<file path="src/rtl/wsf_pkg.sv">
// ----------------------------------------------------------------------------
// wsf_pkg
// Shared constants, types and the cordic arctangent table of the
// windowed-sinc fir coefficient designer.
// ----------------------------------------------------------------------------
package wsf_pkg;

	localparam int MAX_ORDER    = 62;
	localparam int ORDER_W      = 6;
	localparam int CUTOFF_W     = 16;
	localparam int IDX_W        = 6;
	localparam int COEF_W       = 24;
	localparam int STATUS_W     = 2;
	localparam int TAP_W        = 32;
	localparam int SUM_W        = 40;
	localparam int TAP_DEPTH    = MAX_ORDER + 1;
	localparam int CORDIC_W     = 34;
	localparam int CORDIC_STEPS = 24;
	localparam int STEP_W       = 5;
	localparam int DIV_NUM_W    = 53;
	localparam int DIV_DEN_W    = 40;
	localparam int DIV_CNT_W    = 6;
	localparam int PROD_W       = 64;
	localparam int VAL_W        = 56;

	localparam logic signed [CORDIC_W-1:0] CORDIC_K    = 34'sd652032874;
	localparam logic signed [CORDIC_W-1:0] QUARTER     = 34'sd1073741824;
	localparam logic signed [CORDIC_W-1:0] HALF        = 34'sd2147483648;
	localparam logic signed [TAP_W-1:0]    TWO_OVER_PI = 32'sd683565276;
	localparam logic signed [TAP_W-1:0]    HAM_A       = 32'sd579820585;
	localparam logic signed [TAP_W-1:0]    HAM_B       = 32'sd493921239;
	localparam logic signed [VAL_W-1:0]    COEF_MAX    = 56'sd8388607;
	localparam logic signed [VAL_W-1:0]    COEF_MIN    = -56'sd8388608;
	localparam logic signed [VAL_W-1:0]    ONE_Q20     = 56'sd1048576;

	typedef enum logic [STATUS_W-1:0] {
		ST_OK         = 2'd0,
		ST_BAD_CUTOFF = 2'd1,
		ST_BAD_ORDER  = 2'd2
	} status_t;

	typedef enum logic [1:0] {
		DIV_SINC,
		DIV_WANG,
		DIV_NORM
	} div_op_t;

	typedef enum logic [1:0] {
		MUL_SINC,
		MUL_WIN,
		MUL_TAP
	} mul_op_t;

	typedef enum logic [4:0] {
		S_IDLE,
		S_CHECK,
		S_ERR,
		S_SINC_ANG,
		S_SINC_COR,
		S_SINC_MUL,
		S_SINC_DIV,
		S_WANG_GO,
		S_WANG_DIV,
		S_WIN_COR_GO,
		S_WIN_COR,
		S_WIN_MUL,
		S_TAP_MUL,
		S_TAP_FIN,
		S_NORM_RD,
		S_NORM_GO,
		S_NORM_DIV,
		S_NORM_OUT
	} state_t;

	typedef struct packed {
		logic    load;
		logic    start_pass;
		logic    i_next;
		logic    i_zero;
		logic    cor_start;
		logic    cor_win;
		logic    div_start;
		div_op_t div_op;
		logic    mul_en;
		mul_op_t mul_op;
		logic    sinc_centre;
		logic    sinc_div;
		logic    wang_ld;
		logic    win_ld;
		logic    tap_ld;
		logic    rd;
		logic    out_ld;
		status_t out_status;
	} cmd_t;

	typedef struct packed {
		logic bad_cutoff;
		logic bad_order;
		logic d_zero;
		logic last;
		logic cor_done;
		logic div_done;
		logic out_free;
	} sts_t;

	function automatic logic [31:0] atan_turns(input logic [STEP_W-1:0] k);
		logic [31:0] a;
		unique case (k)
			5'd0:    a = 32'h20000000;
			5'd1:    a = 32'h12E4051E;
			5'd2:    a = 32'h09FB385B;
			5'd3:    a = 32'h051111D4;
			5'd4:    a = 32'h028B0D43;
			5'd5:    a = 32'h0145D7E1;
			5'd6:    a = 32'h00A2F61E;
			5'd7:    a = 32'h00517C55;
			5'd8:    a = 32'h0028BE53;
			5'd9:    a = 32'h00145F2F;
			5'd10:   a = 32'h000A2F98;
			5'd11:   a = 32'h000517CC;
			5'd12:   a = 32'h00028BE6;
			5'd13:   a = 32'h000145F3;
			5'd14:   a = 32'h0000A2F9;
			5'd15:   a = 32'h0000517D;
			5'd16:   a = 32'h000028BE;
			5'd17:   a = 32'h0000145F;
			5'd18:   a = 32'h00000A30;
			5'd19:   a = 32'h00000518;
			5'd20:   a = 32'h0000028C;
			5'd21:   a = 32'h00000146;
			5'd22:   a = 32'h000000A3;
			5'd23:   a = 32'h00000051;
			default: a = 32'h00000000;
		endcase
		return a;
	endfunction

endpackage

</file>
<file path="src/rtl/wsf_ctrl.sv">
// ----------------------------------------------------------------------------
// wsf_ctrl
// Sequencer: checks a command, runs the tap pass and the normalising pass.
// ----------------------------------------------------------------------------
module wsf_ctrl (
	input  logic          clk,
	input  logic          arst_n,
	input  logic          in_valid,
	output logic          in_ready,
	input  wsf_pkg::sts_t sts,
	output wsf_pkg::cmd_t cmd
);

	wsf_pkg::state_t state_q, state_d;

	always_ff @(posedge clk or negedge arst_n) begin
		if (!arst_n) begin
			state_q <= wsf_pkg::S_IDLE;
		end else begin
			state_q <= state_d;
		end
	end

	always_comb begin
		state_d  = state_q;
		cmd      = '0;
		in_ready = 1'b0;
		unique case (state_q)
			wsf_pkg::S_IDLE: begin
				in_ready = 1'b1;
				if (in_valid) begin
					cmd.load = 1'b1;
					state_d  = wsf_pkg::S_CHECK;
				end
			end
			wsf_pkg::S_CHECK: begin
				if (sts.bad_cutoff || sts.bad_order) begin
					state_d = wsf_pkg::S_ERR;
				end else begin
					cmd.start_pass = 1'b1;
					state_d        = wsf_pkg::S_SINC_ANG;
				end
			end
			wsf_pkg::S_ERR: begin
				if (sts.out_free) begin
					cmd.out_ld     = 1'b1;
					cmd.out_status = sts.bad_cutoff ? wsf_pkg::ST_BAD_CUTOFF
					                                : wsf_pkg::ST_BAD_ORDER;
					state_d        = wsf_pkg::S_IDLE;
				end
			end
			wsf_pkg::S_SINC_ANG: begin
				if (sts.d_zero) begin
					cmd.sinc_centre = 1'b1;
					state_d         = wsf_pkg::S_WANG_GO;
				end else begin
					cmd.cor_start = 1'b1;
					state_d       = wsf_pkg::S_SINC_COR;
				end
			end
			wsf_pkg::S_SINC_COR: begin
				if (sts.cor_done) begin
					cmd.mul_en = 1'b1;
					cmd.mul_op = wsf_pkg::MUL_SINC;
					state_d    = wsf_pkg::S_SINC_MUL;
				end
			end
			wsf_pkg::S_SINC_MUL: begin
				cmd.div_start = 1'b1;
				cmd.div_op    = wsf_pkg::DIV_SINC;
				state_d       = wsf_pkg::S_SINC_DIV;
			end
			wsf_pkg::S_SINC_DIV: begin
				if (sts.div_done) begin
					cmd.sinc_div = 1'b1;
					state_d      = wsf_pkg::S_WANG_GO;
				end
			end
			wsf_pkg::S_WANG_GO: begin
				cmd.div_start = 1'b1;
				cmd.div_op    = wsf_pkg::DIV_WANG;
				state_d       = wsf_pkg::S_WANG_DIV;
			end
			wsf_pkg::S_WANG_DIV: begin
				if (sts.div_done) begin
					cmd.wang_ld = 1'b1;
					state_d     = wsf_pkg::S_WIN_COR_GO;
				end
			end
			wsf_pkg::S_WIN_COR_GO: begin
				cmd.cor_start = 1'b1;
				cmd.cor_win   = 1'b1;
				state_d       = wsf_pkg::S_WIN_COR;
			end
			wsf_pkg::S_WIN_COR: begin
				if (sts.cor_done) begin
					cmd.mul_en = 1'b1;
					cmd.mul_op = wsf_pkg::MUL_WIN;
					state_d    = wsf_pkg::S_WIN_MUL;
				end
			end
			wsf_pkg::S_WIN_MUL: begin
				cmd.win_ld = 1'b1;
				state_d    = wsf_pkg::S_TAP_MUL;
			end
			wsf_pkg::S_TAP_MUL: begin
				cmd.mul_en = 1'b1;
				cmd.mul_op = wsf_pkg::MUL_TAP;
				state_d    = wsf_pkg::S_TAP_FIN;
			end
			wsf_pkg::S_TAP_FIN: begin
				cmd.tap_ld = 1'b1;
				if (sts.last) begin
					cmd.i_zero = 1'b1;
					state_d    = wsf_pkg::S_NORM_RD;
				end else begin
					cmd.i_next = 1'b1;
					state_d    = wsf_pkg::S_SINC_ANG;
				end
			end
			wsf_pkg::S_NORM_RD: begin
				cmd.rd  = 1'b1;
				state_d = wsf_pkg::S_NORM_GO;
			end
			wsf_pkg::S_NORM_GO: begin
				cmd.div_start = 1'b1;
				cmd.div_op    = wsf_pkg::DIV_NORM;
				state_d       = wsf_pkg::S_NORM_DIV;
			end
			wsf_pkg::S_NORM_DIV: begin
				if (sts.div_done) begin
					state_d = wsf_pkg::S_NORM_OUT;
				end
			end
			wsf_pkg::S_NORM_OUT: begin
				if (sts.out_free) begin
					cmd.out_ld = 1'b1;
					if (sts.last) begin
						state_d = wsf_pkg::S_IDLE;
					end else begin
						cmd.i_next = 1'b1;
						state_d    = wsf_pkg::S_NORM_RD;
					end
				end
			end
			default: begin
				state_d = wsf_pkg::S_IDLE;
			end
		endcase
	end

	// a result beat is only loaded into a free output register
	a_out_free: assert property (@(posedge clk) disable iff (!arst_n)
		cmd.out_ld |-> sts.out_free)
		else $error("result loaded over an unsent beat");

	a_accept_check: assert property (@(posedge clk) disable iff (!arst_n)
		(in_valid && in_ready) |=> (state_q == wsf_pkg::S_CHECK))
		else $error("accepted command not checked");

	a_tap_after_mul: assert property (@(posedge clk) disable iff (!arst_n)
		cmd.tap_ld |-> $past(cmd.mul_en))
		else $error("tap stored without fresh product");

endmodule

</file>
<file path="config.mk">
export PLATFORM = sky130hd
export DESIGN_NAME = wsf_ctrl
export DESIGN_NICKNAME = d
export VERILOG_FILES = /design/src/rtl/wsf_pkg.sv /design/src/rtl/wsf_ctrl.sv
export SDC_FILE = /design/constraint.sdc
export NUM_CORES = 1
export LEC_CHECK = 0
export ABC_AREA = 1
export BUFFER_PORTS_ARGS = -buffer_cell sky130_fd_sc_hd__buf_2
export CORE_MARGIN = 3
export CORE_UTILIZATION = 48
export DETAILED_ROUTE_END_ITERATION = 12
export PLACE_DENSITY = 0.83
export SETUP_SLACK_MARGIN = 0.02
export SLEW_MARGIN = 10
export SYNTH_ARGS = -nofsm -noshare
export SYNTH_HDL_FRONTEND = slang
export SYNTH_SLANG_ARGS = --single-unit
</file>
<file path="constraint.sdc">
create_clock -name clk -period 1.9 [get_ports clk]
set_clock_uncertainty 0.1 [all_clocks]
set_input_delay 0.095 -clock clk [delete_from_list [all_inputs] [get_ports clk]]
set_output_delay 0.095 -clock clk [all_outputs]
set_load 0.05 [all_outputs]
</file>
==> Yosys cells after proc, flatten, opt, wreduce, memory -nomap -nowiden <==
Cells that the tools add are included.
W data, S select, Z words.
{ "totals": {"ff_bits": 5, "output_inout_bits": 22, "elab_cells": 72} }
{ "op_classes": {"eq_ne": 25, "mux": 43, "n_reduce_logical": 3} }
{ "ops": {"columns": ["operator", "n"], "rows": [
  ["$pmux W5 S18", 1],
  ["$eq A5 B4 Y1 const B", 8],
  ["$mux W5", 8],
  ["$mux W1", 21],
  ["$eq A5 B3 Y1 const B", 4],
  ["$pmux W3 S3", 2],
  ["$ne A2 B2 Y1 const B", 8],
  ["$eq A5 B2 Y1 const B", 2],
  ["$eq A5 B5 Y1 const B", 2],
  ["$mux W3", 3],
  ["$mux W4", 2],
  ["$reduce_and A8 Y1", 1],
  ["$mux W2", 3],
  ["$pmux W1 S2", 3],
  ["$eq A5 B1 Y1 const B", 1],
  ["$logic_not A5 Y1", 1],
  ["$logic_or A1 B1 Y1", 1]
]} }

==> Depth between registers and ports, before layout <==
{ "logic_depth": {"word_depth": 3, "mapped_depth": 11} }

==> Worst setup path before layout <==
Ideal clock, no wire load.
{ "synth_path": {"kind": "flip-flop to output port", "start": "register state_q[4]", "end": "output port cmd[2] in the netlist's numbering", "arrival_ns": 2.349, "required_ns": 1.705, "setup_slack_ns": -0.644, "path_stages_with_launch": 5, "n_path_buf": 2, "cell_sequence": "dfrtp_1 buf_4 inv_4 buf_6 o41ai_1"} }
{ "synth_rtl": {"columns": ["item", "line", "rtl"], "rows": [
  ["start: declaration", "wsf_ctrl.sv:14", "wsf_pkg::state_t state_q, state_d;"],
  ["start signal: assignment", "wsf_ctrl.sv:18", "state_q <= wsf_pkg::S_IDLE;"],
  ["start signal: assignment", "wsf_ctrl.sv:20", "state_q <= state_d;"],
  ["end: declaration", "wsf_ctrl.sv:11", "output wsf_pkg::cmd_t cmd"]
]} }

==> flow_summary.json <==
{
  "regMostFlops": "state_q",
  "drv_slew": 0,
  "antenna_found_initial": 0,
  "cp_common_cell": "nand2_1",
  "critical_path_buf_inv_count": 1,
  "whs_ns": 0.0824,
  "rsz0062_at_grt": "true",
  "worst-setup-path-type": "register to primary output",
  "synth_top_family_by_area": "simple AND/OR/NAND/NOR gates",
  "r2r_setup_slack_ns": 0.31,
  "final_hold_viol_count": 0,
  "final.period_utilization_pct": 95.2,
  "num_rows": 14,
  "hpwlAfterDp_um": 1980,
  "worstMarginPinSlew_ns": 0.293,
  "pre_cts_ws_ns": 0.188,
  "final_antenna_net_count": 0,
  "crit_start": "state_q[1]$_DFFE_PN0P_",
  "drt-total-wl_um": 2640,
  "cp_num_cells": 6,
  "power.share.clock_pct": 8.8,
  "finalPower_w": 0.00148,
  "synthSimpleGateAreaFrac_pct": 62.8,
  "power.density_nw_per_um2": 1390,
  "fin_crit_ns": 1.81,
  "cp_slowest_cell": "dfrtp_2",
  "drc": 0,
  "start_util_pct": 52.9,
  "crit_path_end_kind": "primary output",
  "ys_ff_latch": 5,
  "clk_latency_ns": 0.25,
  "htree_num_levels": 1,
  "regToRegEndpoint": "state_q[0]$_DFFE_PN0P_",
  "synthAdderAreaFrac_pct": 0,
  "reg.largest.list": "state_q x5",
  "worst_slack_ns": 0.0921,
  "cts_tree": "done",
  "area_growth_pct": 27.6,
  "core_um2": 1580,
  "p_switching_w": 0.000939,
  "power_frac_comb_pct": 74.0,
  "syn_inst": 145,
  "yosysWarnings": 0,
  "gp_congestion": 0.933,
  "worstHoldPathType": "primary input to asynchronous set/reset pin",
  "synth_compound_area_share_pct": 4.80,
  "mostFrequentLayoutCells": "nand2_1 (40), buf_2 (24), nor2_1 (19)",
  "cap_violations": 0,
  "grt_remaining_overflow": 0,
  "grt_max_degree": 13,
  "setup_viol": 0,
  "viasPerCell": 5.56,
  "cp_data_arrival_time_ns": 1.61,
  "ff2ff_path_depth": 10,
  "layout_commonest_cell": "nand2_1",
  "crit_fanout": 9,
  "peakVddDrop_mv": 0.770,
  "critPathTopFamily": "simple AND/OR/NAND/NOR gates",
  "cts_made_buffers": 3,
  "largest_reg_flops": 5,
  "intPower_w": 0.000536,
  "seqCellArea_um2": 131,
  "grt_pass1_wl_um": 3930,
  "synth_nets": 155,
  "slowest_delay_ns": 0.47,
  "path_clk_slew_ns": 0.05,
  "clockBufferDepth": 2,
  "avgSynthCellArea_um2": 5.75,
  "p_seq_share_pct": 17.2,
  "antennaDiodeCount": 0,
  "multi_input_area_um2": 592,
  "clock.fmax_ghz": 0.553,
  "die-area_um2": 2270,
  "synth.mux.area_fraction_pct": 0,
  "swShare_pct": 63.7,
  "slew_headroom_pct": 80.4,
  "worstPathRequired_ns": 1.70,
  "crit_path_start_kind": "register",
  "ys_seq_area_share_pct": 15.0,
  "finalSetupTns_ns": 0,
  "fp.dieH_um": 47.7,
  "cts-root-buf": "clkbuf_4",
  "syn-cell-area_um2": 833,
  "path_cells": "nor2_4 -> nand3_1 -> nand2_1 -> nand2_1 -> nand2_1 -> buf_2",
  "worstReg2RegStart": "state_q[1]$_DFFE_PN0P_",
  "p_leak_nw": 0.683,
  "cts_sinks": 5,
  "status": "finished, final reports clean",
  "ios": 32,
  "track_usage_pct": 25.0,
  "fillCellCount": 152,
  "first_pass_iters": 5,
  "synth-xor-area-share_pct": 0,
  "drt-wirelength-per-cell_um": 13.6,
  "grt_pass1_vias": 869,
  "drt_iter0_drc": 70,
  "portBuffers": 31,
  "synth_cell_types": 24,
  "nNetsFinal": 189,
  "layout-drive-gt1-share_pct": 41.6,
  "dieWidth_um": 47.7,
  "vias": 1078
}
[power groups by stage]
stage	Clock, W	Combinational, W	Sequential [W]
after floorplan	0	0.000916	0.000187
after global placement	0	0.00103	0.000231
after detailed placement	0	0.00105	0.000237
after CTS	0.000135	0.00106	0.000239
after global routing	0.000141	0.00119	0.000255
final	0.000129	0.00109	0.000254
[metrics by stage]
step	util, %	instances	instance area (um2)
floorplan	-	145	855
global placement	62.9	189	992
detailed placement	62.9	189	992
CTS	66.2	194	1040
global route	67.5	194	1060
finish	67.5	194	1060
[layout make-up]
class                   instances  area share, %
repair buffers                 34           18.6
flip-flops and latches          5           12.4
inverters                      24           8.94
well taps                      16           1.88
clock buffers                   3           2.12
clock inverters                 1          0.471
multi-input cells             111           55.6
[cell usage after synthesis]
library cell / count / area share [%]
o21ai_0: 3 / 1.8
buf_6: 4 / 5.4
nor3_2: 1 / 1.2
o21ai_1: 2 / 1.2
nand2_1: 40 / 18
nor3_1: 1 / 0.60
o41ai_1: 1 / 1.1
clkinv_1: 1 / 0.45
buf_4: 1 / 0.90
inv_1: 18 / 8.1
inv_4: 1 / 0.75
dfrtp_1: 5 / 15
nand3_1: 15 / 9.0
nor2_2: 5 / 3.8
nand2_4: 1 / 1.4
nand4_2: 1 / 1.5
nand4_1: 4 / 3.0
inv_2: 4 / 1.8
nor2_4: 4 / 5.4
nand3b_1: 1 / 0.90
o22ai_1: 1 / 0.75
nand3_2: 3 / 3.6
nor2_1: 22 / 9.9
nand2_2: 6 / 4.5
[timing repair]
item                       CTS  global route
buffers inserted             0             0
gates resized for setup      5            11
hold endpoints to repair     5             0
setup endpoints to repair    6            11
hold buffers                 1             0
[metal layers]
layer / track usage, % / vias to the layer above / part of all wire [%] / wire length [um]
li1: - / 521 / - / -
met1: 32.7 / 448 / 39 / 1030
met2: 39.3 / 87 / 46 / 1210
met3: 6.39 / 22 / 11 / 295
met4: 9.68 / 0 / 4.0 / 106
met5: 0 / - / 0 / 0
[worst max path at each step]
stage                                  end  slack (ns)
floorplan                           cmd[2]        0.01
global placement    state_q[0]$_DFFE_PN0P_        0.29
detailed placement                  cmd[2]        0.19
CTS                                cmd[18]        0.02
global route                       cmd[19]      0.0001
finish                             cmd[11]        0.09
[kinds of logic after synthesis]
logic type | after synthesis
AOI/OAI and AO/OA | 7
buffers and inverters | 29
DFF | 5
and+or+nand+nor | 104
(Power assumes the default switching activity.)
